[config.mk]
export PLATFORM = sky130hd
export DESIGN_NAME = ipm_queue
export DESIGN_NICKNAME = d
export VERILOG_FILES = /design/src/design/ipm_pkg.sv /design/src/design/ipm_queue.sv
export SDC_FILE = /design/constraint.sdc
export NUM_CORES = 1
export LEC_CHECK = 0
export BUFFER_PORTS_ARGS = -buffer_cell sky130_fd_sc_hd__buf_2
export CELL_PAD_IN_SITES_DETAIL_PLACEMENT = 1
export CELL_PAD_IN_SITES_GLOBAL_PLACEMENT = 2
export CORE_ASPECT_RATIO = 1.25
export CORE_UTILIZATION = 40
export CTS_CLUSTER_SIZE = 14
export DETAILED_ROUTE_END_ITERATION = 10
export PLACE_DENSITY_LB_ADDON = 0.1
export SYNTH_ARGS = -nofsm -noshare
export SYNTH_HDL_FRONTEND = slang
export SYNTH_SLANG_ARGS = --single-unit
[constraint.sdc]
create_clock -name clk -period 8 [get_ports clk]
set_input_delay 0 -clock clk [delete_from_list [all_inputs] [get_ports clk]]
set_output_delay 0 -clock clk [all_outputs]
set_load 0.01 [all_outputs]
[src/design/ipm_pkg.sv]
package ipm_pkg;

    localparam int MAX_SIDE_DEF = 4096;
    localparam int CFG_W = 13;
    localparam int SUM_W = 42;
    localparam int MSE_W = 32;
    localparam int PSNR_W = 16;
    localparam int DIV_W = 44;
    localparam int LOG_FRAC = 28;
    localparam int LOG_W = 34;
    localparam logic [15:0] PEAK_SQ = 16'd65025;
    localparam logic [25:0] PSNR_K = 26'd50504453;
    localparam int QUEUE_DEPTH = 2;

    localparam logic [0:0] REG_WIDTH = 1'b0;
    localparam logic [0:0] REG_HEIGHT = 1'b1;

    typedef enum logic [3:0] {
        ST_IDLE,
        ST_PREP,
        ST_DIV,
        ST_LOGN_NORM,
        ST_LOGN_ITER,
        ST_LOGS_NORM,
        ST_LOGS_ITER,
        ST_MUL,
        ST_ROUND,
        ST_OUT
    } back_state_t;

    typedef struct packed {
        logic [SUM_W-1:0] sum;
    } frame_req_t;

endpackage

[src/design/ipm_queue.sv]
module ipm_queue (
    input  logic                clk,
    input  logic                rst_n,
    input  logic                wr_valid,
    output logic                wr_ready,
    input  ipm_pkg::frame_req_t wr_data,
    output logic                rd_valid,
    input  logic                rd_ready,
    output ipm_pkg::frame_req_t rd_data
);

    localparam int DEPTH = ipm_pkg::QUEUE_DEPTH;
    localparam int PTR_W = $clog2(DEPTH);

    ipm_pkg::frame_req_t      mem_reg [DEPTH];
    logic [PTR_W-1:0]         wp_reg;
    logic [PTR_W-1:0]         rp_reg;
    logic [PTR_W:0]           cnt_reg;
    logic                     do_wr;
    logic                     do_rd;

    assign wr_ready = cnt_reg != (PTR_W+1)'(DEPTH);
    assign rd_valid = cnt_reg != '0;
    assign rd_data = mem_reg[rp_reg];
    assign do_wr = wr_valid && wr_ready;
    assign do_rd = rd_valid && rd_ready;

    always_ff @(posedge clk)
    begin
        if (do_wr)
        begin
            mem_reg[wp_reg] <= wr_data;
        end
    end

    always_ff @(posedge clk or negedge rst_n)
    begin
        if (!rst_n)
        begin
            wp_reg <= '0;
            rp_reg <= '0;
            cnt_reg <= '0;
        end
        else
        begin
            if (do_wr)
            begin
                wp_reg <= (wp_reg == PTR_W'(DEPTH-1)) ? '0 : wp_reg + 1'b1;
            end
            if (do_rd)
            begin
                rp_reg <= (rp_reg == PTR_W'(DEPTH-1)) ? '0 : rp_reg + 1'b1;
            end
            cnt_reg <= cnt_reg + (PTR_W+1)'(do_wr) - (PTR_W+1)'(do_rd);
        end
    end

endmodule

Word-level counts from Yosys, hierarchy flattened
Memory sizes are Yosys's and may differ from the RTL's.
Index checks and enable logic that the tools add are counted.

cells by class
  add/sub/neg operators = 4
  equal/unequal tests = 1
  multiplexer cells = 4
  reduce and logical (&&, ||, !) cells = 3

operator list
  operator               number
  $mux W1                4
  $add A1 B1 Y1 const B  2
  $add A2 B1 Y2          1
  $logic_and A1 B1 Y1    2
  $ne A2 B2 Y1 const B   1
  $reduce_bool A2 Y1     1
  $sub A2 B1 Y2          1

word-level totals
  flip-flop bits (word level) = 4
  bits in writable memories = 84
  bits of input ports = 46
  output and inout port bits = 44
  memories kept = 1

memory list
  name     words  width  rd ports  clocked after memory_dff  write ports  line             RTL
  mem_reg  2      42     1         0                         1            ipm_queue.sv:15  ipm_pkg::frame_req_t mem_reg [DEPTH];

Depth between registers and ports, before layout
Gate-level depths: netlist of the first run.

  depth in word-level cells = 4
  gate-level depth with buffers = 5
  mapped depth without buffers = 5

Least setup slack after synthesis of the first run
No wires, ideal clock.

  kind = register to register
  from = register cnt_reg[0]
  to = memory mem_reg[0][0] (netlist bit) (enable)
  library setup time = 441 ps
  arrival = 2476 ps
  path slack = 5082 ps
  cell stages (with the launch flop) = 4
  clock period less this slack = 2918 ps
  cell sequence = dfrtp_1 -> nand2b_1 -> nand2_1 -> nor2_1

on the way
  cells in the longest elaborated chain, start to end = 4

RTL lines
  item                           line             RTL
  start, declared                ipm_queue.sv:18  logic [PTR_W:0] cnt_reg;
  start signal, assigned         ipm_queue.sv:54  cnt_reg <= cnt_reg + (PTR_W+1)'(do_wr) - (PTR_W+1)'(do_rd);
  $ne A2 B2 Y1                   ipm_queue.sv:22  assign wr_ready = cnt_reg != (PTR_W+1)'(DEPTH);
  net wr_ready                   ipm_queue.sv:5   output logic wr_ready,
  $logic_and A1 B1 Y1            ipm_queue.sv:25  assign do_wr = wr_valid && wr_ready;
  $mux W1                        ipm_queue.sv:30  if (do_wr)
  $mux W1 (not written as such)  ipm_queue.sv:32  mem_reg[wp_reg] <= wr_data;
  end, declared                  ipm_queue.sv:15

The timed path passes the listed nets, and every way through them passes these cells.

==> metrics.yaml, run 1 <==
status: "completed"
die_area_um2: 8530
grt_max_degree: 44
gp_congestion: 0.662
reg2reg_to: "mem_reg[0][28]"
n_antenna_cell: 0
synth_area_leader_cell: "edfxtp_1"
power.leakage_nw: 1.69
cts_buffer_depth: 2
ir_worst_vdd_uv: 196
dp.cells: 333
drcViolationCount: 0
drive_gt1_share_pct: 50.5
power_density_nw_per_um2: 322
yosys-top-cells-count: "edfxtp_1 (84), mux2_2 (42), buf_6 (4), dfrtp_1 (4)"
finalCriticalPeriod_ns: 1.99
seqPwrFrac_pct: 49.0
ant_nets: 0
crit_fanout: 43
ys_warn_count: 0
placed_cell_area_um2: 3800
cp-start-kind: "flip-flop"
fp.dieW_um: 82.8
dp_slack_ns: 6.01
rsz0062_at_grt: "false"
min_path_type: "in2reg"
grt_usage_pct: 15.9
cts_tree: "yes"
antenna_found_initial: 0
ys_types: 18
total_power_mw: 1.44
start_util_pct: 41.7
nNetsFinal: 341
cts_buffers: 9
firstDrtPassIters: 4
grt-ovfl-total: 0
clkLatencyLatePin_ns: 0.35
routed_wirelength_mm: 6.55
largest_register_ffs: 84
synth-edff-count: 84
hold_end: "wp_reg"
synthCells: 153
cp.required_ns: 8.00
cts_max_level: 3
p_int_mw: 1.01
maxCapViolations: 0
portBuffers: 89
rr_worst_depth: 4
r2r_start: "cnt_reg[0]"
finClkSkew_ns: 0.00573
vias: 1876
synth_area_um2: 3260
ys_seq_elements: 88
p_sw_share_pct: 29.5
synth_top_area_share_pct: 77.3
clkPwrFrac_pct: 22.4
dp_hpwl_mm: 3.82
min_from: "wr_valid"
hold_violations: 0
synth_most_common_cell: "edfxtp_1"
syn-num-nets: 200
synthFlopType: "edfxtp_1"
stdcell_count: 394
top_level_ports: 90
rows: 36
async_flop_share_pct: 4.55
fp.coreArea_um2: 7840
r2r_setup_slack_ns: 6.02
drt-vias-per-instance: 4.76
slew_viol_final: 0
yosys-top-cells-area: "edfxtp_1 (77%), mux2_2 (14%), dfrtp_1 (3.1%)"
cts.clk_slew.worst_paths_ns: 0.08
period_share_pct: 24.9
comb_power_share_pct: 28.5
p_switching_mw: 0.423
wire_per_inst_um: 16.6
synth_area_per_cell_um2: 21.3
syn_to_final_growth_pct: 36.5
slew_headroom_pct: 30.5
chipHeight_um: 103
fin_ws_ns: 6.01
crit_type: "reg2out"
fmax_mhz: 503
timing.setup.tns_ns: 0
setup_violations: 0
final_area_um2: 4460
grt_pass1_vias: 2033
grt_first_pass_wirelength_mm: 9.98
tightest_slew_ns: 1.04
first_iter_violations: 39
ys_seq_area_share_pct: 80.3
cts.sink_count: 88
hold_depth: 3
critPathCaptureType: "output pin"
arrival_ns: 1.99
cts.root.buffer_cell: "clkbuf_8"
==> worst max path at each step <==
stage | cells after the start | end | start
2_1_floorplan | 3 | mem_reg[0][0] | cnt_reg[0]
3_3_place_gp | 4 | mem_reg[0][22] | cnt_reg[0]
3_5_place_dp | 4 | mem_reg[0][22] | cnt_reg[0]
4_1_cts | 2 | rd_data[25] | rp_reg
5_1_grt | 2 | rd_data[3] | rp_reg
6_report | 2 | rd_data[25] | rp_reg
==> layout make-up <==
class | count | area [µm²]
Sequential cell | 88 | 2620
Clock inverter | 7 | 86.3
Fill cell | 750 | 3380
Clock buffer | 9 | 124
Multi-Input combinational cell | 60 | 601
Timing Repair Buffer | 135 | 903
Tap cell | 95 | 119
==> worst max-delay path: stages, from the launching register on <==
cell     delay [ns]
dfrtp_2        1.04
mux2_2         0.44
buf_2          0.15
==> cell families after synthesis <==
family / count (synthesis) / share of synthesized area [%]
fa+ha+maj: 1 / 0.383
mux: 42 / 14.5
xor+xnor: 3 / 0.805
flops: 88 / 80.3
compound gates: 4 / 0.958
simple gates: 10 / 1.50
buf+inv: 5 / 1.53
==> power by group through the flow <==
| stage | clock network, mW | logic, mW | registers, mW |
|---|---|---|---|
| after global routing | 0.347 | 0.442 | 0.720 |
| final | 0.322 | 0.410 | 0.705 |
| after floorplan | 0 | 0.299 | 0.664 |
| after global placement | 0 | 0.395 | 0.711 |
| after CTS | 0.331 | 0.417 | 0.708 |
| after detailed placement | 0 | 0.397 | 0.718 |
==> metrics by stage <==
stage	utilization, %	hold slack, ns
final	56.9	0.0546
after global routing	56.9	0.0746
after CTS	56.9	0.0403
after detailed placement	48.4	-0.184
after global placement	48.4	-0.186
after floorplan	-	-0.296
==> per-layer routing <==
metal  track usage, %  vias to the layer above  wire (µm)
met2             29.8                       59       3580
met1             16.1                      920       2510
met4             9.68                        0        159
li1                 -                      880          -
met5                0                        -          0
met3             4.00                       17        301
==> repair_timing <==
item	CTS	global route
resized for setup	0	0
hold endpoints to repair	89	0
hold buffers	45	0
setup buffers	0	0
==> cell usage in the layout (no fill, tap or decap), drive strengths merged <==
cell type and count:
edfxtp 84, nand2b 1, ha 1, dfrtp 4, and3 1, clkbuf 9
clkinvlp 1, bufinv 2, a211oi 1, dlygate4sd3 45, or2 1, o21ai 1
xnor2 3, buf 90, a21bo 1, nor2 3, nor2b 1, clkinv 4
nand2 2, nand3 1, mux2 42, a32oi 1
No activity file was read; power rests on OpenSTA's default activity.
==> inputs of run 2 (changes only) <==
--- a/config.mk
+++ b/config.mk
@@ -9,7 +9,7 @@
 export CELL_PAD_IN_SITES_DETAIL_PLACEMENT = 1
 export CELL_PAD_IN_SITES_GLOBAL_PLACEMENT = 2
 export CORE_ASPECT_RATIO = 1.25
-export CORE_UTILIZATION = 40
+export CORE_UTILIZATION = 37
 export CTS_CLUSTER_SIZE = 14
 export DETAILED_ROUTE_END_ITERATION = 10
 export PLACE_DENSITY_LB_ADDON = 0.1
==> constraint.sdc (replaced) <==
create_clock -name clk -period 1.9 [get_ports clk]
set_input_delay 0 -clock clk [delete_from_list [all_inputs] [get_ports clk]]
set_output_delay 0 -clock clk [all_outputs]
set_load 0.01 [all_outputs]
==> run 2 against run 1 <==
  * Final area increased by 1.3%
  * Worst setup slack lost 5.7 ns
  * Die area up 7.9%
  * Combinational power increased to 4.9 times the previous value
  * First-iteration DRC count grew to 2.5 times the previous value
  * Non-clock buffer count up 5
  * Clock power increased to 3.7 times the previous value
  * Clock-buffer cell count up 2
  * Sequential cell count stayed put
  * Hold slack worse by 0.0093 ns
  * Critical path type unchanged
  * Largest cell class unchanged
==> metrics.yaml, run 2 (synthesized netlist as in run 1, its figures left out) <==
grt_first_pass_wirelength_mm: 9.92
clkPwrFrac_pct: 20.1
cts_buffers: 9
hold_violations: 0
fill_cells: 801
grt_usage_pct: 14.8
power.leakage_nw: 1.70
gp_congestion: 0.656
final_cell_mix: "buf_2 (89), edfxtp_1 (84), dlygate4sd3_1 (45)"
r2r_start: "cnt_reg[0]"
slew_headroom_pct: 80.1
cts.clk_slew.worst_paths_ns: 0.08
clkLatencyLatePin_ns: 0.34
crit_fanout: 21
timing.setup.tns_ns: 0
slew_viol_final: 0
die_area_um2: 9200
fin_hold_ws_ns: 0.0453
seqPwrFrac_pct: 46.6
drcViolationCount: 0
start_util_pct: 39.0
dp_hpwl_mm: 3.93
crit_type: "reg2out"
grt_max_degree: 32
n_antenna_cell: 0
comb_power_share_pct: 33.3
largest_register_ffs: 84
first_iter_violations: 98
chipHeight_um: 107
drive_gt1_share_pct: 50.5
final_common_cell: "buf_2"
syn_to_final_growth_pct: 38.3
period_share_pct: 81.3
routed_wirelength_mm: 6.32
finalCriticalPeriod_ns: 1.55
setup_violations: 0
cp-start-kind: "flip-flop"
ant_nets: 0
ir_worst_vdd_uv: 706
cts.sink_count: 88
rows: 37
firstDrtPassIters: 3
tightest_slew_ns: 0.299
rsz0062_at_grt: "false"
cp.required_ns: 1.90
finClkSkew_ns: 0.00698
ctsResizeCount: 0
cts_max_level: 3
fmax_mhz: 647
wire_per_inst_um: 15.0
p_int_mw: 4.21
min_path_type: "in2reg"
grt-ovfl-total: 0
critPathCaptureType: "output pin"
top_level_ports: 90
maxCapViolations: 0
fp.coreArea_um2: 8380
startpoint: "rp_reg"
portBuffers: 89
fp.dieW_um: 86.0
grt_pass1_vias: 2081
power_density_nw_per_um2: 1320
arrival_ns: 1.55
nNetsFinal: 346
cts_buffer_depth: 2
cts_tree: "yes"
final_area_um2: 4510
placed_cell_area_um2: 3890
p_switching_mw: 1.75
status: "completed"
vias: 1868
antenna_found_initial: 0
p_sw_share_pct: 29.3
drt-vias-per-instance: 4.45
min_from: "wr_valid"
cts.root.buffer_cell: "clkbuf_8"
==> run 2: cell count changes in the layout (fill, tap and decap cells not counted) <==
cell	previous run	this run
clkbuf_1	0	2
clkinv_2	3	1
buf_12	0	2
buf_4	1	4
bufinv_16	2	1
==> run 2: power groups by stage <==
stage               registers, mW  logic, mW  clock network [mW]
floorplan                    2.79       1.27                   0
global placement             2.80       1.96                   0
detailed placement           2.82       1.96                   0
CTS                          2.78       2.04                1.25
global route                 2.82       2.15                1.31
finish                       2.78       1.99                1.20
==> run 2: path summary, 6_finish.rpt <==
kind	endpoint	slack, ns	depth (start not counted)
max in group asynchronous	rp_reg	1.13	3
setup reg to reg	mem_reg[0][1]	0.50	4
setup / recovery	rd_data[29]	0.35	3
hold reg to reg	wp_reg	0.55	1
min in group asynchronous	cnt_reg[0]	0.57	3
hold / removal	wp_reg	0.05	3
==> run 2: what timing repair did <==
| action | CTS | global route |
|---|---|---|
| setup endpoints to repair | 0 | 0 |
| hold buffers | 45 | 0 |
| setup buffers | 0 | 0 |
| hold endpoints to repair | 89 | 0 |
==> run 2: routing by layer <==
layer / up-vias / share of wire (%) / GRT usage [%]
met4: 0 / 1.3 / 6.55
met5: - / 0 / 0
met3: 6 / 4.7 / 3.93
li1: 892 / - / -
met2: 60 / 52 / 25.7
met1: 910 / 42 / 16.9
==> run 2: area by class of cell <==
| class | count | area, µm² | area share [%] |
|---|---|---|---|
| repair buffers | 140 | 966 | 21.4 |
| flip-flops and latches | 88 | 2620 | 58.1 |
| clock buffers | 11 | 131 | 2.91 |
| multi-input cells | 60 | 601 | 13.3 |
| well taps | 117 | 146 | 3.24 |
| clock inverters | 4 | 46.3 | 1.03 |
==> run 2: per-stage QoR <==
step / cells / power, mW / util, % / worst slack, ns
finish: 420 / 5.96 / 53.9 / 0.355
CTS: 420 / 6.07 / 53.9 / 0.309
floorplan: 153 / 4.05 / - / 0.124
global route: 420 / 6.29 / 53.9 / 0.279
detailed placement: 360 / 4.79 / 46.4 / 0.507
global placement: 360 / 4.76 / 46.4 / 0.530
==> run 2: critical path, cell delays in order (launching register included) <==
cell and delay (ns):
dfrtp_2 0.36, buf_4 0.29, mux2_2 0.40, buf_2 0.14
