==> src/design/ipm_pkg.sv <==
package ipm_pkg;

    localparam int MAX_SIDE_DEF = 4096;
    localparam int CFG_W = 13;
    localparam int SUM_W = 42;
    localparam int MSE_W = 32;
    localparam int PSNR_W = 16;
    localparam int DIV_W = 44;
    localparam int LOG_FRAC = 28;
    localparam int LOG_W = 34;
    localparam logic [15:0] PEAK_SQ = 16'd65025;
    localparam logic [25:0] PSNR_K = 26'd50504453;
    localparam int QUEUE_DEPTH = 2;

    localparam logic [0:0] REG_WIDTH = 1'b0;
    localparam logic [0:0] REG_HEIGHT = 1'b1;

    typedef enum logic [3:0] {
        ST_IDLE,
        ST_PREP,
        ST_DIV,
        ST_LOGN_NORM,
        ST_LOGN_ITER,
        ST_LOGS_NORM,
        ST_LOGS_ITER,
        ST_MUL,
        ST_ROUND,
        ST_OUT
    } back_state_t;

    typedef struct packed {
        logic [SUM_W-1:0] sum;
    } frame_req_t;

endpackage

==> src/design/ipm_front.sv <==
module ipm_front (
    input  logic                          clk,
    input  logic                          rst_n,
    input  logic                          in_valid,
    output logic                          in_ready,
    input  logic [47:0]                   pixels,
    input  logic                          last,
    output logic                          req_valid,
    input  logic                          req_ready,
    output ipm_pkg::frame_req_t           req
);

    localparam logic [ipm_pkg::SUM_W-1:0] SUM_MAX = '1;

    logic [ipm_pkg::SUM_W-1:0] sum_reg;
    logic [ipm_pkg::SUM_W-1:0] sum_next;
    logic [ipm_pkg::SUM_W-1:0] total;
    logic [17:0]               add;
    logic [ipm_pkg::SUM_W:0]   wide;
    logic [8:0]                d0;
    logic [8:0]                d1;
    logic [8:0]                d2;
    logic [7:0]                a0;
    logic [7:0]                a1;
    logic [7:0]                a2;
    logic [15:0]               s0;
    logic [15:0]               s1;
    logic [15:0]               s2;
    logic                      accept;

    always_comb
    begin
        d0 = {1'b0, pixels[7:0]} - {1'b0, pixels[31:24]};
        d1 = {1'b0, pixels[15:8]} - {1'b0, pixels[39:32]};
        d2 = {1'b0, pixels[23:16]} - {1'b0, pixels[47:40]};
        a0 = d0[8] ? 8'(-d0) : d0[7:0];
        a1 = d1[8] ? 8'(-d1) : d1[7:0];
        a2 = d2[8] ? 8'(-d2) : d2[7:0];
        s0 = a0 * a0;
        s1 = a1 * a1;
        s2 = a2 * a2;
        add = {2'b00, s0} + {2'b00, s1} + {2'b00, s2};
        wide = {1'b0, sum_reg} + {{(ipm_pkg::SUM_W-17){1'b0}}, add};
        total = wide[ipm_pkg::SUM_W] ? SUM_MAX : wide[ipm_pkg::SUM_W-1:0];
    end

    // last pixel needs room in the queue
    assign in_ready = !last || req_ready;
    assign accept = in_valid && in_ready;
    assign req_valid = accept && last;
    assign req.sum = total;

    always_comb
    begin
        sum_next = sum_reg;
        if (accept)
        begin
            sum_next = last ? '0 : total;
        end
    end

    always_ff @(posedge clk or negedge rst_n)
    begin
        if (!rst_n)
        begin
            sum_reg <= '0;
        end
        else
        begin
            sum_reg <= sum_next;
        end
    end

endmodule

==> config.mk <==
export PLATFORM = sky130hd
export DESIGN_NAME = ipm_front
export DESIGN_NICKNAME = d
export VERILOG_FILES = /design/src/design/ipm_pkg.sv /design/src/design/ipm_front.sv
export SDC_FILE = /design/constraint.sdc
export NUM_CORES = 1
export LEC_CHECK = 0
export ABC_AREA = 1
export BUFFER_PORTS_ARGS = -buffer_cell sky130_fd_sc_hd__buf_2
export CORE_UTILIZATION = 25
export CTS_CLUSTER_DIAMETER = 50
export DETAILED_ROUTE_END_ITERATION = 8
export GPL_TIMING_DRIVEN = 1
export PLACE_DENSITY = 0.48
export SYNTH_ARGS = -nofsm -noshare
export SYNTH_HDL_FRONTEND = slang
export SYNTH_SLANG_ARGS = --single-unit
export TNS_END_PERCENT = 30
==> constraint.sdc <==
create_clock -name clk -period 19.8 [get_ports clk]
set_input_delay 5.94 -clock clk [delete_from_list [all_inputs] [get_ports clk]]
set_output_delay 5.94 -clock clk [all_outputs]
set_load 0.03 [all_outputs]
After elaboration in Yosys (flattened, before gate mapping)
Index checks and enable logic that the tools add are counted.

Register bits: 42.

Add/sub/neg operators: 9. Multiply operators: 3. Mux-type cells: 5. Reduce and logical (&&, ||, !) cells: 4.

Operators by type and width (number): $mux W42 (2); $mul A8 B8 Y16 (3); $add A42 B18 Y43 (1); $sub A8 B8 Y9 (3); $mux W8 (3); $neg A8 Y8 (3); $add A17 B16 Y18 (1); $add A16 B16 Y17 (1); $logic_and A1 B1 Y1 (2); $logic_not A1 Y1 (1); $logic_or A1 B1 Y1 (1).

Depth between registers and ports, before layout
Gate-level depths: netlist of run 1.

Depth in word-level cells: 9. Mapped depth: 44. Mapped depth without buffers: 43.

Worst setup path before layout of run 1
Ideal clock, no wire load.

Path type: input-to-output. From: input pixels[8]. To: output req[34] (netlist bit). Arrival time: 13.127 ns. Path slack: 0.733 ns. Stages on the path: 34. Cell sequence: inv_1 > ha_1 > inv_1 > fa_1 > inv_1 > ha_1 > inv_1 > nor2_1 > nand3_1 > inv_1 > nand3_1 > nand2_1 > nand2_1 > nand2_1 > inv_1 > nor2_1 > fa_1 > fa_1 > fa_1 > fa_1 > fa_1 > fa_1 > inv_1 > fa_1 > inv_1 > ha_1 > nand2_1 > o21bai_1 > inv_1 > nand2_2 > nand2_1 > nand3_2 > nand2_1 > o21ai_0.

RTL lines: start, declared (line ipm_front.sv:6) `input logic [47:0] pixels,`; end, declared (line ipm_front.sv:10) `output ipm_pkg::frame_req_t req`.

==> results.md, run 1 <==
- Status: finished, final reports clean
- Crit path time final: 19360 ps
- Initial drt markers: 338
- Tcrit/Tclk final: 97.8%
- DR vias/cell: 4.29
- Crit path max fanout: 8
- Endpoints failing setup: 0
- Register area: 1050 um^2
- GPL Wtd Cong: 0.887
- TritonCTS clock tree: built
- Root buf cell: clkbuf_16
- Die width: 208 um
- Register area share after synthesis: 9.87%
- Nets: 1901
- Final Hold Fails: 0
- Max reg flops: 42
- Via count: 9102
- Top cells by count, synth: inv_1, nand2_1, fa_1
- Grt total ovfl: 0
- Antenna violations before repair: 0
- Main synth FF type: dfrtp_1
- Post-synthesis instance total: 1464
- Post-Syn Nets: 1781
- Layout cell share with drive strength beyond 1: 15.6%
- Layout Utilization: 29.7%
- R2r worst-path depth: 20
- Post-route ant nets: 0
- Count leader, synth: inv_1
- Top cell type's share of synthesized area: 27.8%
- Max-cap violations: 0
- Critical R2R Launch: sum_reg[4]
- Post-Route WL: 29500 um
- Hpwl dp: 25600 um
- Slowest Stage Delay on Critical Path: 580 ps
- Skew-Pair Late Insertion Delay: 290 ps
- Die Y: 208 um
- Syn avg cell area: 7.27 um^2
- # rows: 75
- Final Non-Filler Cells: 2124
- Layout filler cell count: 4533
- Die area: 43400 um^2
- Req. time, crit path: 13860 ps
- F_max: 51.7 MHz
- IO buf count: 96
- H-tree lvl count: 2
- Top cell type by total area after synthesis: fa_1
- Worst path slowest cell: fa_1
- Largest net degree at the start of global routing: 43
- Post-synthesis cell type count: 40
- Clk buf depth: 2
- TritonCTS buffer count: 5
- Reg clk slew, reported paths: 60 ps
- Worst Max-Slew Pin Slew: 1060 ps
- Critical Path AT: 13420 ps
- Max_slew headroom: 29.5%
- Synth area leaders: fa_1, ha_1, inv_1
- Syn-to-layout area delta: 16.9%
- Core Area: 41900 um^2
- HP Class: register to register
- Area of the multi-input gates: 8340 um^2
- GRT Overall Usage: 14.0%
- Synth Register Bits: 42
- Wirelength per Cell: 13.9 um
- Clock Sink Count: 42
- Synth warn: 0
- Critical path startpoint: pixels[16]
- Post-synth EDFFs: 0
- Worst setup SP type: primary input
- Hold Crit Start: sum_reg[11]
- DRC: 0
- Placed cell count: 2105
- Critical path capture point type: primary output
- Initial core utilization: 25.4%
- Number of global-route vias before repair: 9357
- Antenna cell count: 0
- Max Slew Vio Count: 0
- DR pass1 iterations: 5
- Crit path kind: primary input to primary output
- # IOs: 97
- First-pass GRT wire length: 48800 um
- CTS Hold Bufs: 0
- Clock skew: 7.12 ps
- Synthesized area: 10600 um^2
- Async SR Flop Fraction: 100%
- Worst hold stages: 2
-- final cells by class --
class                      count  share of cell area (%)
tap                          539                    5.42
clock inverter                 2                   0.111
inverter                     383                    11.6
timing repair buffer         128                    6.37
sequential                    42                    8.44
clock buffer                   6                    1.04
multi-input combinational   1024                    67.0
-- worst paths after layout --
path / slack [ps] / end
max reg2reg: 15440 / sum_reg[7]
max in group asynchronous: 13310 / sum_reg[15]
min in group asynchronous: 5840 / sum_reg[36]
max: 440 / req[7]
min reg2reg: 490 / sum_reg[11]
min: 490 / sum_reg[11]
-- worst max-delay path: cells and delay by family --
family | cells | cell delay (ps)
fa+ha+maj | 10 | 4500
xor+xnor | 1 | 280
simple gates | 14 | 1550
buf+inv | 10 | 950
compound gates | 1 | 180
-- stage by stage --
step / hold WS, ps / cell area (um^2) / TNS (ps) / setup WS (ps)
finish: 489 / 12400 / 0 / 442
global route: 526 / 12400 / -75.5 / -33.4
CTS: 498 / 12000 / 0 / 146
detailed placement: 476 / 11900 / 0 / 168
global placement: 473 / 11900 / 0 / 227
floorplan: 455 / 10600 / 0 / 733
-- placed cells by master (no fill, tap or decap), drive strengths merged --
cell,n
inv,383
nand2,368
fa,148
buf,124
ha,116
nor2,112
nand3,97
dfrtp,42
o21ai,40
a21oi,33
xor2,23
nand4,22
nor3,17
nand3b,14
clkbuf,10
o21bai,9
xnor2,7
or2,7
a31oi,3
a21o,2
o21a,2
and2,2
clkinv,2
o31ai,1
nor4,1
-- repair_timing --
| action | 4_1_cts | 5_1_grt |
|---|---|---|
| setup endpoints to repair | 0 | 42 |
| buffers inserted | 0 | 9 |
| gates resized for setup | 0 | 79 |
-- per-layer routing --
metal,vias up,wire (um),track usage [%]
met2,155,14400,24.3
li1,4635,-,-
met1,4273,13600,18.6
met5,-,0,0
met4,0,756,3.50
met3,39,732,1.15
-- logic make-up (layout without fill, tap and decap cells) --
group	count (synthesis)	count (layout)	share of synthesized area (%)
compound gates	90	90	4.74
xor+xnor	30	30	2.93
fa+ha+maj	264	264	41.5
buf+inv	398	519	14.3
flops	42	42	9.87
simple gates	640	640	26.7
Power of run 1 is left out: the tool's default activity adds up to more than one toggle a clock period on the data nets, which glitch-free logic cannot reach.
==> run 2, diff against run 1 <==
==> constraint.sdc (replaced) <==
create_clock -name clk -period 19.8 [get_ports clk]
set_input_delay 0.99 -clock clk [delete_from_list [all_inputs] [get_ports clk]]
set_output_delay 0.99 -clock clk [all_outputs]
set_load 0.03 [all_outputs]
==> run 2 against run 1 <==
Via count decreased by 1.5%. Final cell count fell by 1.4%. Core utilization is 1.3 points lower. Die area stayed put. Routed wire length decreased by 1.1%. Register-to-register slack worse by 690 ps. Non-clock buffer count shrank 29. Global-route usage up 0.26 points. Hold slack gained 6.1 ps. First-iteration DRC count up 28%. Design area down 4.5%. Maximum frequency rose by 83%.
==> results.md, run 2 (synthesis gave the netlist of run 1 again) <==
- Status: finished, final reports clean
- Reg clk slew, reported paths: 70 ps
- Placed cell count: 2087
- Clk buf depth: 2
- Core Area: 41900 um^2
- Worst path slowest cell: fa_1
- Final Hold Fails: 0
- Worst Max-Slew Pin Slew: 1090 ps
- Wirelength per Cell: 13.9 um
- Syn-to-layout area delta: 11.6%
- Nets: 1872
- Root buf cell: clkbuf_16
- Final Non-Filler Cells: 2095
- First-pass GRT wire length: 49700 um
- Skew-Pair Late Insertion Delay: 300 ps
- Die area: 43400 um^2
- Crit path kind: primary input to primary output
- F_max: 94.6 MHz
- Die width: 208 um
- Layout cell share with drive strength beyond 1: 10.4%
- Most common cell after layout, fill and taps aside: inv_1
- RSZ-0062 raised after global routing: no
- # rows: 75
- Endpoints failing setup: 0
- GPL Wtd Cong: 0.877
- Clock Sink Count: 42
- Slowest Stage Delay on Critical Path: 560 ps
- Post-route ant nets: 0
- TritonCTS buffer count: 5
- Max_slew headroom: 27.5%
- Max reg flops: 42
- Worst path bufs/invs: 10
- Max-cap violations: 0
- CTS Hold Bufs: 0
- IO buf count: 96
- Grt total ovfl: 0
- DR vias/cell: 4.28
- Crit path max fanout: 24
- Number of global-route vias before repair: 9428
- Req. time, crit path: 18810 ps
- Post-CTS sizing: 0
- GRT Overall Usage: 14.2%
- Antenna cell count: 0
- Clock skew: 8.61 ps
- Critical Path AT: 9580 ps
- Die Y: 208 um
- DR pass1 iterations: 5
- Initial drt markers: 432
- Critical path capture point type: primary output
- Max Slew Vio Count: 0
- Initial core utilization: 25.4%
- TritonCTS clock tree: built
- Delay-heaviest family, CP: adder cells
- Most frequent cells in the layout: inv_1, nand2_1, fa_1
- DRC: 0
- # IOs: 97
- Worst setup SP type: primary input
- Most common cell on crit path: fa_1
- H-tree lvl count: 2
- Post-CTS Setup Inserts: 0
- Post-Route WL: 29200 um
- Largest net degree at the start of global routing: 43
- Via count: 8967
- Setup TNS: 0 ps
- Tcrit/Tclk final: 53.4%
- Crit path time final: 10570 ps
- HP Class: register to register
- Placed cell areas: 11700 um^2
- Hpwl dp: 25500 um
- Antenna violations before repair: 0
- Design area: 11900 um^2
run 2: cell count changes in the layout (fill, tap and decap cells not counted), moves of 5 or more:
| cell | before | now |
|---|---|---|
| nand3_1 | 86 | 91 |
| buf_2 | 91 | 96 |
| nor2_1 | 95 | 106 |
| nand2_2 | 16 | 10 |
| nor2_2 | 11 | 4 |
| buf_4 | 31 | 3 |
| inv_1 | 367 | 375 |
| nand2_1 | 340 | 349 |
| ha_4 | 6 | 0 |
| fa_2 | 10 | 0 |
| ha_1 | 107 | 116 |
| fa_1 | 138 | 148 |
| inv_2 | 13 | 8 |
run 2: metrics by stage:
step | hold WS [ps] | setup slack [ps] | util [%]
after global placement | 480 | 9310 | 28.0
after CTS | 492 | 9090 | 28.3
after detailed placement | 472 | 9130 | 28.0
final | 495 | 9230 | 28.3
after global routing | 521 | 8560 | 28.3
after floorplan | 455 | 10630 | -
run 2: path summary, 6_finish.rpt:
kind                        startpoint           to  slack (ps)  cells past startpoint
min in group asynchronous        rst_n  sum_reg[36]         890                      1
setup reg to reg            sum_reg[9]   sum_reg[4]       14750                     21
max in group asynchronous        rst_n  sum_reg[10]       18230                      1
setup / recovery            pixels[16]       req[4]        9230                     34
hold reg to reg            sum_reg[17]  sum_reg[17]         490                      2
hold / removal             sum_reg[17]  sum_reg[17]         490                      2
run 2: final cells by class:
type / count / area, um^2
Multi-Input combinational cell: 1024 / 8080
Timing Repair Buffer: 99 / 503
Clock inverter: 2 / 13.8
Tap cell: 539 / 674
Fill cell: 4593 / 30100
Sequential cell: 42 / 1050
Inverter: 383 / 1440
Clock buffer: 6 / 129
run 2: tightest hold or removal path, delay by kind of cell, from the launching register on:
kind	cells	cell delay (ps)
DFF	1	350
and+or+nand+nor	1	50
AOI/OAI and AO/OA	1	60
run 2: routing by layer:
| metal | vias to the layer above | global-route usage (%) | part of all wire [%] |
|---|---|---|---|
| met4 | 0 | 3.27 | 2.0 |
| met5 | - | 0 | 0 |
| met3 | 28 | 1.06 | 2.4 |
| li1 | 4573 | - | - |
| met1 | 4242 | 19.4 | 47 |
| met2 | 124 | 24.4 | 48 |
Power of run 2 is left out for the same reason.
==> run 3, diff against run 2 <==
--- a/config.mk
+++ b/config.mk
@@ -11,7 +11,7 @@
 export CTS_CLUSTER_DIAMETER = 50
 export DETAILED_ROUTE_END_ITERATION = 8
 export GPL_TIMING_DRIVEN = 1
-export PLACE_DENSITY = 0.48
+export PLACE_DENSITY = 0.5
 export SYNTH_ARGS = -nofsm -noshare
 export SYNTH_HDL_FRONTEND = slang
 export SYNTH_SLANG_ARGS = --single-unit
==> constraint.sdc (replaced) <==
create_clock -name clk -period 9.7 [get_ports clk]
set_input_delay 0.485 -clock clk [delete_from_list [all_inputs] [get_ports clk]]
set_output_delay 0.485 -clock clk [all_outputs]
set_load 0.03 [all_outputs]
==> run 3 against run 2 <==
Clock skew is 1.3 ps lower. Count of clock-buffer cells in the layout did not move. Worst setup slack got worse by 8600 ps. Flip-flop and latch count unchanged. Design area rose by 0.35%. Final cell count grew 0.24%. Non-clock buffer count grew 5. Register-to-register slack worse by 9800 ps. Sequential share of layout area hardly changed. Die area stayed put. Critical path depth grew 6. Via count down 0.66%. Largest cell class unchanged.
==> results.md, run 3 (synthesis gave the netlist of run 1 again) <==
- Status: finished, final reports clean
- Post-Route WL: 28000 um
- Max reg flops: 42
- Layout cell share with drive strength beyond 1: 10.7%
- Antenna violations before repair: 0
- Clock Sink Count: 42
- Most common cell after layout, fill and taps aside: inv_1
- Worst path bufs/invs: 14
- Max-cap violations: 0
- IO buf count: 96
- CTS Hold Bufs: 0
- Delay-heaviest family, CP: adder cells
- Nets: 1877
- Antenna cell count: 0
- Post-route ant nets: 0
- Endpoints failing setup: 0
- F_max: 110 MHz
- Final Hold Fails: 0
- Core Area: 41900 um^2
- Worst setup SP type: primary input
- Layout Utilization: 28.4%
- R2r worst-path depth: 21
- # rows: 75
- Reg2reg end: sum_reg[9]
- Syn-to-layout area delta: 12.0%
- Skew-Pair Late Insertion Delay: 290 ps
- Req. time, crit path: 9220 ps
- Max Slew Vio Count: 0
- Critical Path AT: 8600 ps
- Via count: 8908
- RSZ-0062 raised after global routing: no
- Worst setup margin: 618 ps
- Worst path slowest cell: fa_1
- Layout filler cell count: 4555
- GPL Wtd Cong: 0.899
- Setup TNS: 0 ps
- GRT Overall Usage: 13.6%
- Number of global-route vias before repair: 9328
- Initial core utilization: 25.4%
- Most frequent cells in the layout: inv_1, nand2_1, fa_1
- Critical R2R Launch: sum_reg[9]
- Clock skew: 7.36 ps
- Slowest Stage Delay on Critical Path: 560 ps
- Tcrit/Tclk final: 93.6%
- TritonCTS buffer count: 5
- DR vias/cell: 4.24
- HP Class: primary input to async pin
- Die width: 208 um
- # IOs: 97
- Largest net degree at the start of global routing: 43
- Die Y: 208 um
- DRC: 0
- DR pass1 iterations: 5
- Hpwl dp: 24700 um
- First-pass GRT wire length: 48000 um
- Max_slew headroom: 31.8%
- Initial drt markers: 360
- TritonCTS clock tree: built
- Most common cell on crit path: inv_1
- Crit path max fanout: 27
- Clk buf depth: 2
- H-tree lvl count: 2
- Wirelength per Cell: 13.3 um
- Critical path capture point type: primary output
- Crit path time final: 9080 ps
- Reg clk slew, reported paths: 70 ps
- Post-Place Setup Slack: 472 ps
- R2R setup slack: 4920 ps
- Die area: 43400 um^2
- Final Hold Slack: 371 ps
- Crit path kind: primary input to primary output
- Post-CTS Setup Inserts: 0
- Grt total ovfl: 0
- Worst Max-Slew Pin Slew: 1020 ps
- Root buf cell: clkbuf_16
run 3: changes by cell type in the layout (fill, tap and decap cells not counted), sizes merged:
cell / previous run / this run
buf: 99 / 104
run 3: cell type report:
cell class	instances	area, um^2	area share [%]
tap	539	674	5.66
inverter	383	1440	12.1
multi-input combinational	1024	8080	67.7
clock inverter	2	13.8	0.115
clock buffer	6	129	1.08
timing repair buffer	104	544	4.56
sequential	42	1050	8.81
run 3: through the flow:
step / cell area, um^2 / cells
after floorplan: 10600 / 1464
after global placement: 11800 / 2092
after detailed placement: 11800 / 2092
after CTS: 11900 / 2100
after global routing: 11900 / 2100
final: 11900 / 2100
run 3: per-layer routing:
layer,vias up,track usage [%],wire length [um]
met1,4181,18.4,13300
met2,119,23.7,13600
li1,4586,-,-
met4,0,2.86,405
met3,22,0.966,725
met5,-,0,0
run 3: worst max path at each step:
stage / startpoint / end / slack (ps) / cells after the start
CTS: pixels[8] / req[17] / 430 / 39
finish: pixels[8] / req[17] / 620 / 40
global placement: pixels[8] / req[4] / 580 / 37
detailed placement: pixels[8] / req[4] / 470 / 37
floorplan: pixels[8] / req[34] / 1540 / 34
global route: pixels[8] / req[16] / 30 / 39
run 3: worst register-to-register path: stages (launching register included):
cell	delay, ps
dfrtp_1	330
inv_1	70
fa_1	540
inv_1	60
fa_1	470
fa_1	490
inv_1	60
fa_1	540
inv_1	50
ha_1	340
nand2_1	90
nand2_1	60
o21bai_1	170
inv_1	70
nand2_2	80
nand2_1	100
nand3_2	120
nand3_2	240
buf_6	370
nand2_1	170
nand2_1	140
o21ai_0	100
run 3: repair_timing:
item	CTS	global route
setup endpoints to repair	0	15
endpoints found under the hold margin	0	0
gates resized for setup	0	1
Power of run 3 is left out for the same reason.
