$ cat src/design/ipm_pkg.sv
package ipm_pkg;

    localparam int MAX_SIDE_DEF = 4096;
    localparam int CFG_W = 13;
    localparam int SUM_W = 42;
    localparam int MSE_W = 32;
    localparam int PSNR_W = 16;
    localparam int DIV_W = 44;
    localparam int LOG_FRAC = 28;
    localparam int LOG_W = 34;
    localparam logic [15:0] PEAK_SQ = 16'd65025;
    localparam logic [25:0] PSNR_K = 26'd50504453;
    localparam int QUEUE_DEPTH = 2;

    localparam logic [0:0] REG_WIDTH = 1'b0;
    localparam logic [0:0] REG_HEIGHT = 1'b1;

    typedef enum logic [3:0] {
        ST_IDLE,
        ST_PREP,
        ST_DIV,
        ST_LOGN_NORM,
        ST_LOGN_ITER,
        ST_LOGS_NORM,
        ST_LOGS_ITER,
        ST_MUL,
        ST_ROUND,
        ST_OUT
    } back_state_t;

    typedef struct packed {
        logic [SUM_W-1:0] sum;
    } frame_req_t;

endpackage

$ cat src/design/ipm_back.sv
module ipm_back #(
    parameter int MAX_SIDE = ipm_pkg::MAX_SIDE_DEF
) (
    input  logic                          clk,
    input  logic                          rst_n,
    input  logic [ipm_pkg::CFG_W-1:0]     width,
    input  logic [ipm_pkg::CFG_W-1:0]     height,
    input  logic                          req_valid,
    output logic                          req_ready,
    input  ipm_pkg::frame_req_t           req,
    output logic                          out_valid,
    input  logic                          out_ready,
    output logic [ipm_pkg::PSNR_W-1:0]    psnr_db,
    output logic [ipm_pkg::MSE_W-1:0]     mse,
    output logic                          identical
);

    localparam int SIDE_W = $clog2(MAX_SIDE + 1);
    localparam int D_W = 2 + 2 * SIDE_W;
    localparam int N_W = D_W + 16;
    localparam int X_W = (N_W > ipm_pkg::SUM_W) ? N_W : ipm_pkg::SUM_W;
    localparam int E_W = $clog2(X_W);
    localparam int NUM_W = ipm_pkg::SUM_W + 17;
    localparam int CNT_W = 6;
    localparam logic [63:0] MSE_CAP = 64'd65025 << 16;

    ipm_pkg::back_state_t st_reg, st_next;
    logic [ipm_pkg::SUM_W-1:0] sum_reg, sum_next;
    logic [D_W-1:0]            d_reg, d_next;
    logic [NUM_W-1:0]          rem_reg, rem_next;
    logic [NUM_W-1:0]          quo_reg, quo_next;
    logic [CNT_W-1:0]          cnt_reg, cnt_next;
    logic [X_W-1:0]            x_reg, x_next;
    logic [E_W-1:0]            e_reg, e_next;
    logic [32:0]               m_reg, m_next;
    logic [ipm_pkg::LOG_W-1:0] ln_reg, ln_next;
    logic [ipm_pkg::LOG_W-1:0] lg_reg, lg_next;
    logic [60:0]               prod_reg, prod_next;
    logic [ipm_pkg::PSNR_W-1:0] psnr_reg, psnr_next;
    logic [ipm_pkg::MSE_W-1:0] mse_reg, mse_next;
    logic                      same_reg, same_next;

    logic [SIDE_W-1:0]         we;
    logic [SIDE_W-1:0]         he;
    logic [NUM_W:0]            trial;
    logic [65:0]               sq;
    logic [32:0]               sqs;
    logic [E_W-1:0]            top;
    logic [ipm_pkg::LOG_W-1:0] dlog;
    logic [61:0]               rnd;

    function automatic logic [SIDE_W-1:0] side_eff(input logic [ipm_pkg::CFG_W-1:0] s);
        logic [SIDE_W-1:0] r;
        if (s == '0)
            r = SIDE_W'(1);
        else if ({{(32-ipm_pkg::CFG_W){1'b0}}, s} > 32'(MAX_SIDE))
            r = SIDE_W'(MAX_SIDE);
        else
            r = SIDE_W'(s);
        return r;
    endfunction

    always_comb
    begin
        top = '0;
        for (int i = 0; i < X_W; i++)
        begin
            if (x_reg[i])
            begin
                top = E_W'(i);
            end
        end
    end

    assign we = side_eff(width);
    assign he = side_eff(height);
    assign trial = {rem_reg, quo_reg[NUM_W-1]} - {{(NUM_W-D_W+1){1'b0}}, d_reg};
    assign sq = 66'(m_reg[31:0]) * 66'(m_reg[31:0]);
    assign sqs = sq[63:31];
    assign dlog = ln_reg - lg_reg;
    assign rnd = {1'b0, prod_reg} + (62'd1 << 43);

    assign req_ready = st_reg == ipm_pkg::ST_IDLE;
    assign out_valid = st_reg == ipm_pkg::ST_OUT;
    assign psnr_db = psnr_reg;
    assign mse = mse_reg;
    assign identical = same_reg;

    always_comb
    begin
        st_next = st_reg;
        sum_next = sum_reg;
        d_next = d_reg;
        rem_next = rem_reg;
        quo_next = quo_reg;
        cnt_next = cnt_reg;
        x_next = x_reg;
        e_next = e_reg;
        m_next = m_reg;
        ln_next = ln_reg;
        lg_next = lg_reg;
        prod_next = prod_reg;
        psnr_next = psnr_reg;
        mse_next = mse_reg;
        same_next = same_reg;
        case (st_reg)
            ipm_pkg::ST_IDLE:
            begin
                if (req_valid)
                begin
                    sum_next = req.sum;
                    d_next = D_W'(3) * D_W'(we) * D_W'(he);
                    st_next = ipm_pkg::ST_PREP;
                end
            end
            ipm_pkg::ST_PREP:
            begin
                same_next = sum_reg == '0;
                if (sum_reg == '0)
                begin
                    mse_next = '0;
                    psnr_next = '1;
                    st_next = ipm_pkg::ST_OUT;
                end
                else
                begin
                    // numerator = sum*65536 + d/2, long division
                    quo_next = {1'b0, sum_reg, 16'd0} + NUM_W'(d_reg >> 1);
                    rem_next = '0;
                    cnt_next = CNT_W'(NUM_W);
                    st_next = ipm_pkg::ST_DIV;
                end
            end
            ipm_pkg::ST_DIV:
            begin
                if (!trial[NUM_W])
                begin
                    rem_next = trial[NUM_W-1:0];
                    quo_next = {quo_reg[NUM_W-2:0], 1'b1};
                end
                else
                begin
                    rem_next = {rem_reg[NUM_W-2:0], quo_reg[NUM_W-1]};
                    quo_next = {quo_reg[NUM_W-2:0], 1'b0};
                end
                cnt_next = cnt_reg - 1'b1;
                if (cnt_reg == CNT_W'(1))
                begin
                    x_next = X_W'(ipm_pkg::PEAK_SQ) * X_W'(d_reg);
                    st_next = ipm_pkg::ST_LOGN_NORM;
                end
            end
            ipm_pkg::ST_LOGN_NORM,
            ipm_pkg::ST_LOGS_NORM:
            begin
                if (st_reg == ipm_pkg::ST_LOGN_NORM)
                begin
                    mse_next = ({{(64-NUM_W){1'b0}}, quo_reg} > MSE_CAP) ? MSE_CAP[31:0]
                                                                         : quo_reg[31:0];
                end
                e_next = top;
                if (top >= E_W'(31))
                    m_next = 33'(x_reg >> (top - E_W'(31)));
                else
                    m_next = 33'(x_reg << (E_W'(31) - top));
                cnt_next = CNT_W'(ipm_pkg::LOG_FRAC);
                if (st_reg == ipm_pkg::ST_LOGN_NORM)
                begin
                    ln_next = '0;
                    st_next = ipm_pkg::ST_LOGN_ITER;
                end
                else
                begin
                    lg_next = '0;
                    st_next = ipm_pkg::ST_LOGS_ITER;
                end
            end
            ipm_pkg::ST_LOGN_ITER,
            ipm_pkg::ST_LOGS_ITER:
            begin
                if (sqs[32])
                    m_next = {1'b0, sqs[32:1]};
                else
                    m_next = sqs;
                cnt_next = cnt_reg - 1'b1;
                if (st_reg == ipm_pkg::ST_LOGN_ITER)
                begin
                    ln_next = {ln_reg[ipm_pkg::LOG_W-2:0], sqs[32]};
                    if (cnt_reg == CNT_W'(1))
                    begin
                        ln_next = {e_reg[5:0], ln_reg[26:0], sqs[32]};
                        x_next = X_W'(sum_reg);
                        st_next = ipm_pkg::ST_LOGS_NORM;
                    end
                end
                else
                begin
                    lg_next = {lg_reg[ipm_pkg::LOG_W-2:0], sqs[32]};
                    if (cnt_reg == CNT_W'(1))
                    begin
                        lg_next = {e_reg[5:0], lg_reg[26:0], sqs[32]};
                        st_next = ipm_pkg::ST_MUL;
                    end
                end
            end
            ipm_pkg::ST_MUL:
            begin
                prod_next = 61'(dlog) * 61'(ipm_pkg::PSNR_K);
                st_next = ipm_pkg::ST_ROUND;
                if (lg_reg >= ln_reg)
                begin
                    prod_next = '0;
                end
            end
            ipm_pkg::ST_ROUND:
            begin
                if (lg_reg >= ln_reg)
                    psnr_next = '0;
                else if (rnd[61:44] > 18'hFFFF)
                    psnr_next = '1;
                else
                    psnr_next = rnd[59:44];
                st_next = ipm_pkg::ST_OUT;
            end
            ipm_pkg::ST_OUT:
            begin
                if (out_ready)
                begin
                    st_next = ipm_pkg::ST_IDLE;
                end
            end
            default:
            begin
                st_next = ipm_pkg::ST_IDLE;
            end
        endcase
    end

    always_ff @(posedge clk or negedge rst_n)
    begin
        if (!rst_n)
        begin
            st_reg <= ipm_pkg::ST_IDLE;
        end
        else
        begin
            st_reg <= st_next;
        end
    end

    always_ff @(posedge clk)
    begin
        sum_reg <= sum_next;
        d_reg <= d_next;
        rem_reg <= rem_next;
        quo_reg <= quo_next;
        cnt_reg <= cnt_next;
        x_reg <= x_next;
        e_reg <= e_next;
        m_reg <= m_next;
        ln_reg <= ln_next;
        lg_reg <= lg_next;
        prod_reg <= prod_next;
        psnr_reg <= psnr_next;
        mse_reg <= mse_next;
        same_reg <= same_next;
    end

endmodule

$ cat config.mk
export PLATFORM = sky130hd
export DESIGN_NAME = ipm_back
export DESIGN_NICKNAME = d
export VERILOG_FILES = /design/src/design/ipm_pkg.sv /design/src/design/ipm_back.sv
export SDC_FILE = /design/constraint.sdc
export NUM_CORES = 2
export LEC_CHECK = 0
export ABC_AREA = 0
export BUFFER_PORTS_ARGS = -buffer_cell sky130_fd_sc_hd__buf_2
export CAP_MARGIN = 20
export CORE_MARGIN = 2
export CORE_UTILIZATION = 55
export CTS_CLUSTER_SIZE = 24
export DETAILED_ROUTE_END_ITERATION = 10
export PLACE_DENSITY = 0.68
export SYNTH_ARGS = -nofsm -noshare
export SYNTH_HDL_FRONTEND = slang
export SYNTH_SLANG_ARGS = --single-unit
$ cat constraint.sdc
create_clock -name clk -period 14.2 [get_ports clk]
set_input_delay 2.84 -clock clk [delete_from_list [all_inputs] [get_ports clk]]
set_output_delay 2.84 -clock clk [all_outputs]
set_load 0.03 [all_outputs]
# [Word level (Yosys, flattened, before mapping)]
# Cells that the tools add are included.
[totals] output_inout_bits=51 register_bits=458 wordCells=165 input_bits=72
[op_classes] reduce_logical=22 shifts=2 mul=5 n_lt_le_gt_ge=6 n_eq_ne=20 add_sub_neg=7 muxes=87
[ops] cell="6-bit two-way mux" count=41
[ops] cell="59-bit case mux with 2 select lines" count=2
[ops] cell="34-bit two-way mux" count=6
[ops] cell="59-bit two-way mux" count=3
[ops] cell="32-bit two-way mux" count=5
[ops] cell="34-bit case mux with 2 select lines" count=2
[ops] cell="44-bit two-way mux" count=3
[ops] cell="32-bit case mux with 2 select lines" count=2
[ops] cell="44-bit case mux with 2 select lines" count=1
[ops] cell="32-bit by 32-bit multiplier with 64-bit output" count=1
[ops] cell="61-bit by 44-bit adder with 62-bit output (second input constant)" count=1
[ops] cell="34-bit by 26-bit multiplier with 60-bit output (second input constant)" count=1
[ops] cell="60-bit by 28-bit subtractor with 60-bit output" count=1
[ops] cell="58-bit by 27-bit adder with 59-bit output" count=1
[ops] cell="59-bit by 32-bit greater-than comparator with 1-bit output (second input constant)" count=1
[ops] cell="13-bit two-way mux" count=4
[ops] cell="16-bit two-way mux" count=3
[ops] cell="16-bit by 28-bit multiplier with 44-bit output (first input constant)" count=1
[ops] cell="44-bit by 6-bit left shift with 32-bit output" count=1
[ops] cell="44-bit by 6-bit >> shifter with 32-bit output" count=1
[ops] cell="42-bit zero test" count=1
[ops] cell="34-bit >= comparator" count=1
[ops] cell="34-bit subtractor" count=1
[ops] cell="16-bit case mux with 2 select lines" count=1
[ops] cell="other kinds (29)" count=64

# [Depth between registers and ports, before layout]
[logic_depth] depth_word=47 depth_mapped=41 depth_no_buf=41

# [Worst setup path before layout]
# Ideal clock, no wire load.
[synth_timing] kind="input-to-reg" from="input width[7] in the netlist's numbering" to="register d_reg[27] (data pin)" slack_ns=3.232 t_arrival_ns=10.708 required_time_ns=13.940 cell_stages=38 path_cell_list="nor4_1 > a31oi_1 > or2_2 > clkbuf_1 > inv_1 > ha_1 > inv_1 > fa_1 > inv_1 > a21oi_1 > o21bai_1 > a21oi_1 > o21bai_1 > a21oi_1 > o21bai_1 > a21oi_1 > o21bai_1 > xor2_1 > [2 not listed] > fa_1 > inv_1 > fa_1 > fa_1 > inv_1 > fa_1 > inv_1 > fa_1 > ha_1 > o21ai_0 > o21ai_0 > nand3_1 > a31o_2 > o311a_1 > a21oi_1 > a21o_1 > a21oi_1 > xnor2_1"
[synth_between] elab_chain_len=5 word_cells_on_any_way=6
[synth_rtl] item="start, declared" line_no="ipm_back.sv:6" text="input logic [ipm_pkg::CFG_W-1:0] width,"
[synth_rtl] item="13-bit greater-than comparator" line_no="ipm_back.sv:56" text="else if ({{(32-ipm_pkg::CFG_W){1'b0}}, s} > 32'(MAX_SIDE))"
[synth_rtl] item="13-bit two-way mux" line_no="ipm_back.sv:56"
[synth_rtl] item="13-bit two-way mux (*)" line_no="ipm_back.sv:54" text="if (s == '0)"
[synth_rtl] item="2-bit by 13-bit multiplier with 15-bit output (*)" line_no="ipm_back.sv:112" text="d_next = D_W'(3) * D_W'(we) * D_W'(he);"
[synth_rtl] item="15-bit by 13-bit multiplier with 28-bit output (*)" line_no="ipm_back.sv:112"
[synth_rtl] item="end signal, assigned" line_no="ipm_back.sv:254" text="d_reg <= d_next;"
[synth_rtl] item="end, declared" line_no="ipm_back.sv:29" text="logic [D_W-1:0] d_reg, d_next;"
# Mark *: on every way between the ends. The rest lies on a longest branch, timed or not.
# A chain may end at the register's enable or synchronous reset.

# [Worst setup path after layout]
[layout_timing] from="register m_reg[16]" to="register m_reg[8] (data pin)"
[layout_between] elab_chain_len=3
[layout_rtl] item="start, declared" line_no="ipm_back.sv:35" text="logic [32:0] m_reg, m_next;"
[layout_rtl] item="start signal, assigned" line_no="ipm_back.sv:260" text="m_reg <= m_next;"
[layout_rtl] item="32-bit by 32-bit multiplier with 64-bit output" line_no="ipm_back.sv:78" text="assign sq = 66'(m_reg[31:0]) * 66'(m_reg[31:0]);"
[layout_rtl] item="32-bit two-way mux" line_no="ipm_back.sv:181" text="if (sqs[32])"
[layout_rtl] item="32-bit case mux with 2 select lines" line_no="ipm_back.sv:106" text="case (st_reg)"
[layout_rtl] item="named net m_next[8]" line_no="ipm_back.sv:35"
# The timed path passes the listed nets, and every way through them passes these cells.

==> impl_metrics.json <==
{
  "cap_violations": 0,
  "wl_mm": 187,
  "critical_path_buf_inv_count": 9,
  "ant_nets": 0,
  "yosysTopAreaCell": "fa_1",
  "maxSlewHeadroom": 0.241,
  "ys_seq_area_frac": 0.167,
  "h-tree-depth": 2,
  "hold_end": "lg_reg[1]",
  "cp-start-kind": "flop",
  "cp_common_cell": "fa_1",
  "tightest_slew_ns": 1.13,
  "crit_family": "adder cells",
  "dieWidth_um": 371,
  "antenna_found_initial": 6,
  "synth-async-reset-ratio": 0.00966,
  "fillerInstances": 11600,
  "cts_root_buf": "clkbuf_16",
  "rsz0062_at_grt": "false",
  "synth_cells": 7643,
  "seq_area_um2": 12400,
  "syn_avg_cell_area_um2": 9.72,
  "r2r_slack_ns": 2.43,
  "yosysMostFrequentCell": "inv_1",
  "r2r-end": "m_reg[8]",
  "avgViaCountPerCell": 5.55,
  "cp.depth": 33,
  "tns_ns": 0,
  "area_growth_pct": 5.92,
  "r2r_cells": 33,
  "num_vias": 52600,
  "outcome": "finished clean",
  "dr.pass1.iters": 6,
  "power_frac_comb": 0.216,
  "p_sw_frac": 0.288,
  "r2r_start": "m_reg[16]",
  "die_height_um": 371,
  "design_area_um2": 78600,
  "arrival_ns": 12.08,
  "crit_path_end_kind": "flop",
  "cp.required_ns": 14.52,
  "insertion_delay_ns": 0.63,
  "drive_gt1_frac": 0.0488,
  "synth_edf_count": 410,
  "hold_class": "reg2reg",
  "drc_errors": 0,
  "p_int_mw": 2.42,
  "clock-sinks": 414,
  "dieArea_um2": 138000,
  "drt_iter0_markers": 3170,
  "power_density_nw_per_um2": 43.1,
  "grt_start_max_net_pins": 98,
  "clock.fmax_mhz": 85.0,
  "grt_usage": 0.281,
  "cp_slowest_cell": "a2111oi_0",
  "post_cts_buffers": 0,
  "fin_crit_ns": 11.77,
  "period_share": 0.829,
  "synthTopCellsByArea": "fa_1 (34%), edfxtp_1 (17%), ha_1 (15%)",
  "slew_viol_final": 0,
  "numCtsBuffers": 48,
  "max-vdd-ir-drop_mv": 0.0979,
  "setup_viol": 0,
  "hpwlAfterDp_mm": 151,
  "grt_pass1_vias": 56100,
  "std_cell_rows": 134,
  "seqPwrFrac": 0.401,
  "place_area_um2": 76900,
  "yosys_warnings": 0,
  "gp_congestion": 0.976,
  "synth_top_cell_area_share": 0.339,
  "min_path_cells": 1,
  "netlist_top_cells_count": "inv_1 (1721), fa_1 (1259), ha_1 (872)",
  "p_sw_uw": 976,
  "cts_resized": 0,
  "power.leakage_nw": 40.1,
  "synth_area_um2": 74300,
  "grt_remaining_overflow": 0,
  "hold_viol": 0,
  "finClkSkew_ns": 0.0320,
  "clk_pin_slew_ns": 0.06,
  "dp_slack_ns": 1.94,
  "pin_count": 123,
  "start_util": 0.555,
  "ys.flop_type": "edfxtp_1",
  "hold_buffers": 0,
  "worstSetupPathType": "reg2reg",
  "syn-num-nets": 9846,
  "io_buffers": 122,
  "hold_start": "lg_reg[0]",
  "crit_path_max_incr_delay_ns": 0.75,
  "p_clk_frac": 0.383,
  "setup_slack_ns": 2.43,
  "multi_input_area_um2": 54500,
  "worstPathMaxFanout": 26,
  "grt_pass1_wl_mm": 304,
  "cts_tree": "yes",
  "ys_types": 84,
  "core-area_um2": 134000,
  "ys_ff_latch": 414,
  "clock_path_buffers": 3,
  "wl_per_cell_um": 19.7,
  "fin_nets": 9869
}
-- worst reg2reg max path, delay by kind of cell (launching register included) --
| family | cells | cell delay [ns] |
|---|---|---|
| compound gates | 8 | 2.78 |
| fa+ha+maj | 9 | 4.39 |
| buf+inv | 9 | 1.88 |
| simple gates | 6 | 1.60 |
| flops | 1 | 0.32 |
| xor+xnor | 1 | 0.50 |
-- worst max-delay path by stage --
stage	from	end	slack (ns)
final	m_reg[16]	m_reg[8]	2.43
after global routing	width[7]	d_reg[26]	1.72
after CTS	width[7]	d_reg[26]	2.60
after detailed placement	width[7]	d_reg[26]	1.94
after global placement	width[7]	d_reg[26]	2.10
after floorplan	width[7]	d_reg[27]	3.23
-- layout make-up --
class / instances / area share
Multi-Input combinational cell: 5259 / 0.694
Sequential cell: 414 / 0.158
Inverter: 1730 / 0.0826
Tap cell: 1768 / 0.0281
Timing Repair Buffer: 213 / 0.0170
Clock buffer: 52 / 0.0155
Clock inverter: 35 / 0.00530
Antenna cell: 5 / 0.000159
-- kinds of logic (layout without fill, tap and decap cells) --
kind of cell | Yosys count | after routing | synth area share
fa+ha+maj | 2131 | 2131 | 0.486
buf+inv | 1970 | 2030 | 0.0999
simple gates | 1814 | 1814 | 0.116
compound gates | 849 | 849 | 0.0715
flops | 414 | 414 | 0.167
xor+xnor | 258 | 258 | 0.0306
mux | 206 | 206 | 0.0284
other cells | 1 | 6 | 0.0000505
-- placed cells by master (no fill, tap or decap), drive strengths merged, types with 29 or more instances in the layout --
| cell | n |
|---|---|
| o21bai | 41 |
| a21oi | 256 |
| nor4 | 48 |
| and2 | 270 |
| a211oi | 37 |
| nor2b | 59 |
| nand4 | 29 |
| nor3 | 64 |
| a31oi | 33 |
| nor2 | 400 |
| ha | 872 |
| edfxtp | 410 |
| nand3 | 61 |
| inv | 1737 |
| xnor2 | 160 |
| nand2 | 691 |
| o21a | 39 |
| clkbuf | 52 |
| buf | 213 |
| xor2 | 98 |
| o21ai | 218 |
| or3 | 32 |
| mux2i | 187 |
| nand2b | 57 |
| fa | 1259 |
| a21o | 74 |
| and3 | 39 |
-- stage by stage --
step	hold WS (ns)	power (mW)	util	std cells
finish	0.560	3.39	0.588	9476
global route	0.577	3.58	0.588	9476
CTS	0.560	3.43	0.587	9468
detailed placement	0.545	2.12	0.575	9381
global placement	0.530	2.10	0.575	9381
floorplan	0.522	1.95	-	7643
-- metal layers --
metal,global-route usage,up-vias,wire [µm]
li1,-,24300,-
met1,0.375,26300,77900
met2,0.475,1571,90700
met3,0.0339,382,10700
met4,0.0998,0,7270
met5,0,-,0
-- power groups by stage --
stage                     Clock [mW]  Sequential, mW  Combinational (mW)
after CTS                       1.33            1.36               0.738
after global placement             0            1.38               0.718
after floorplan                    0            1.38               0.563
after detailed placement           0            1.38               0.733
final                           1.30            1.36               0.734
after global routing            1.37            1.36               0.850
Power figures use the tool's default switching activity.
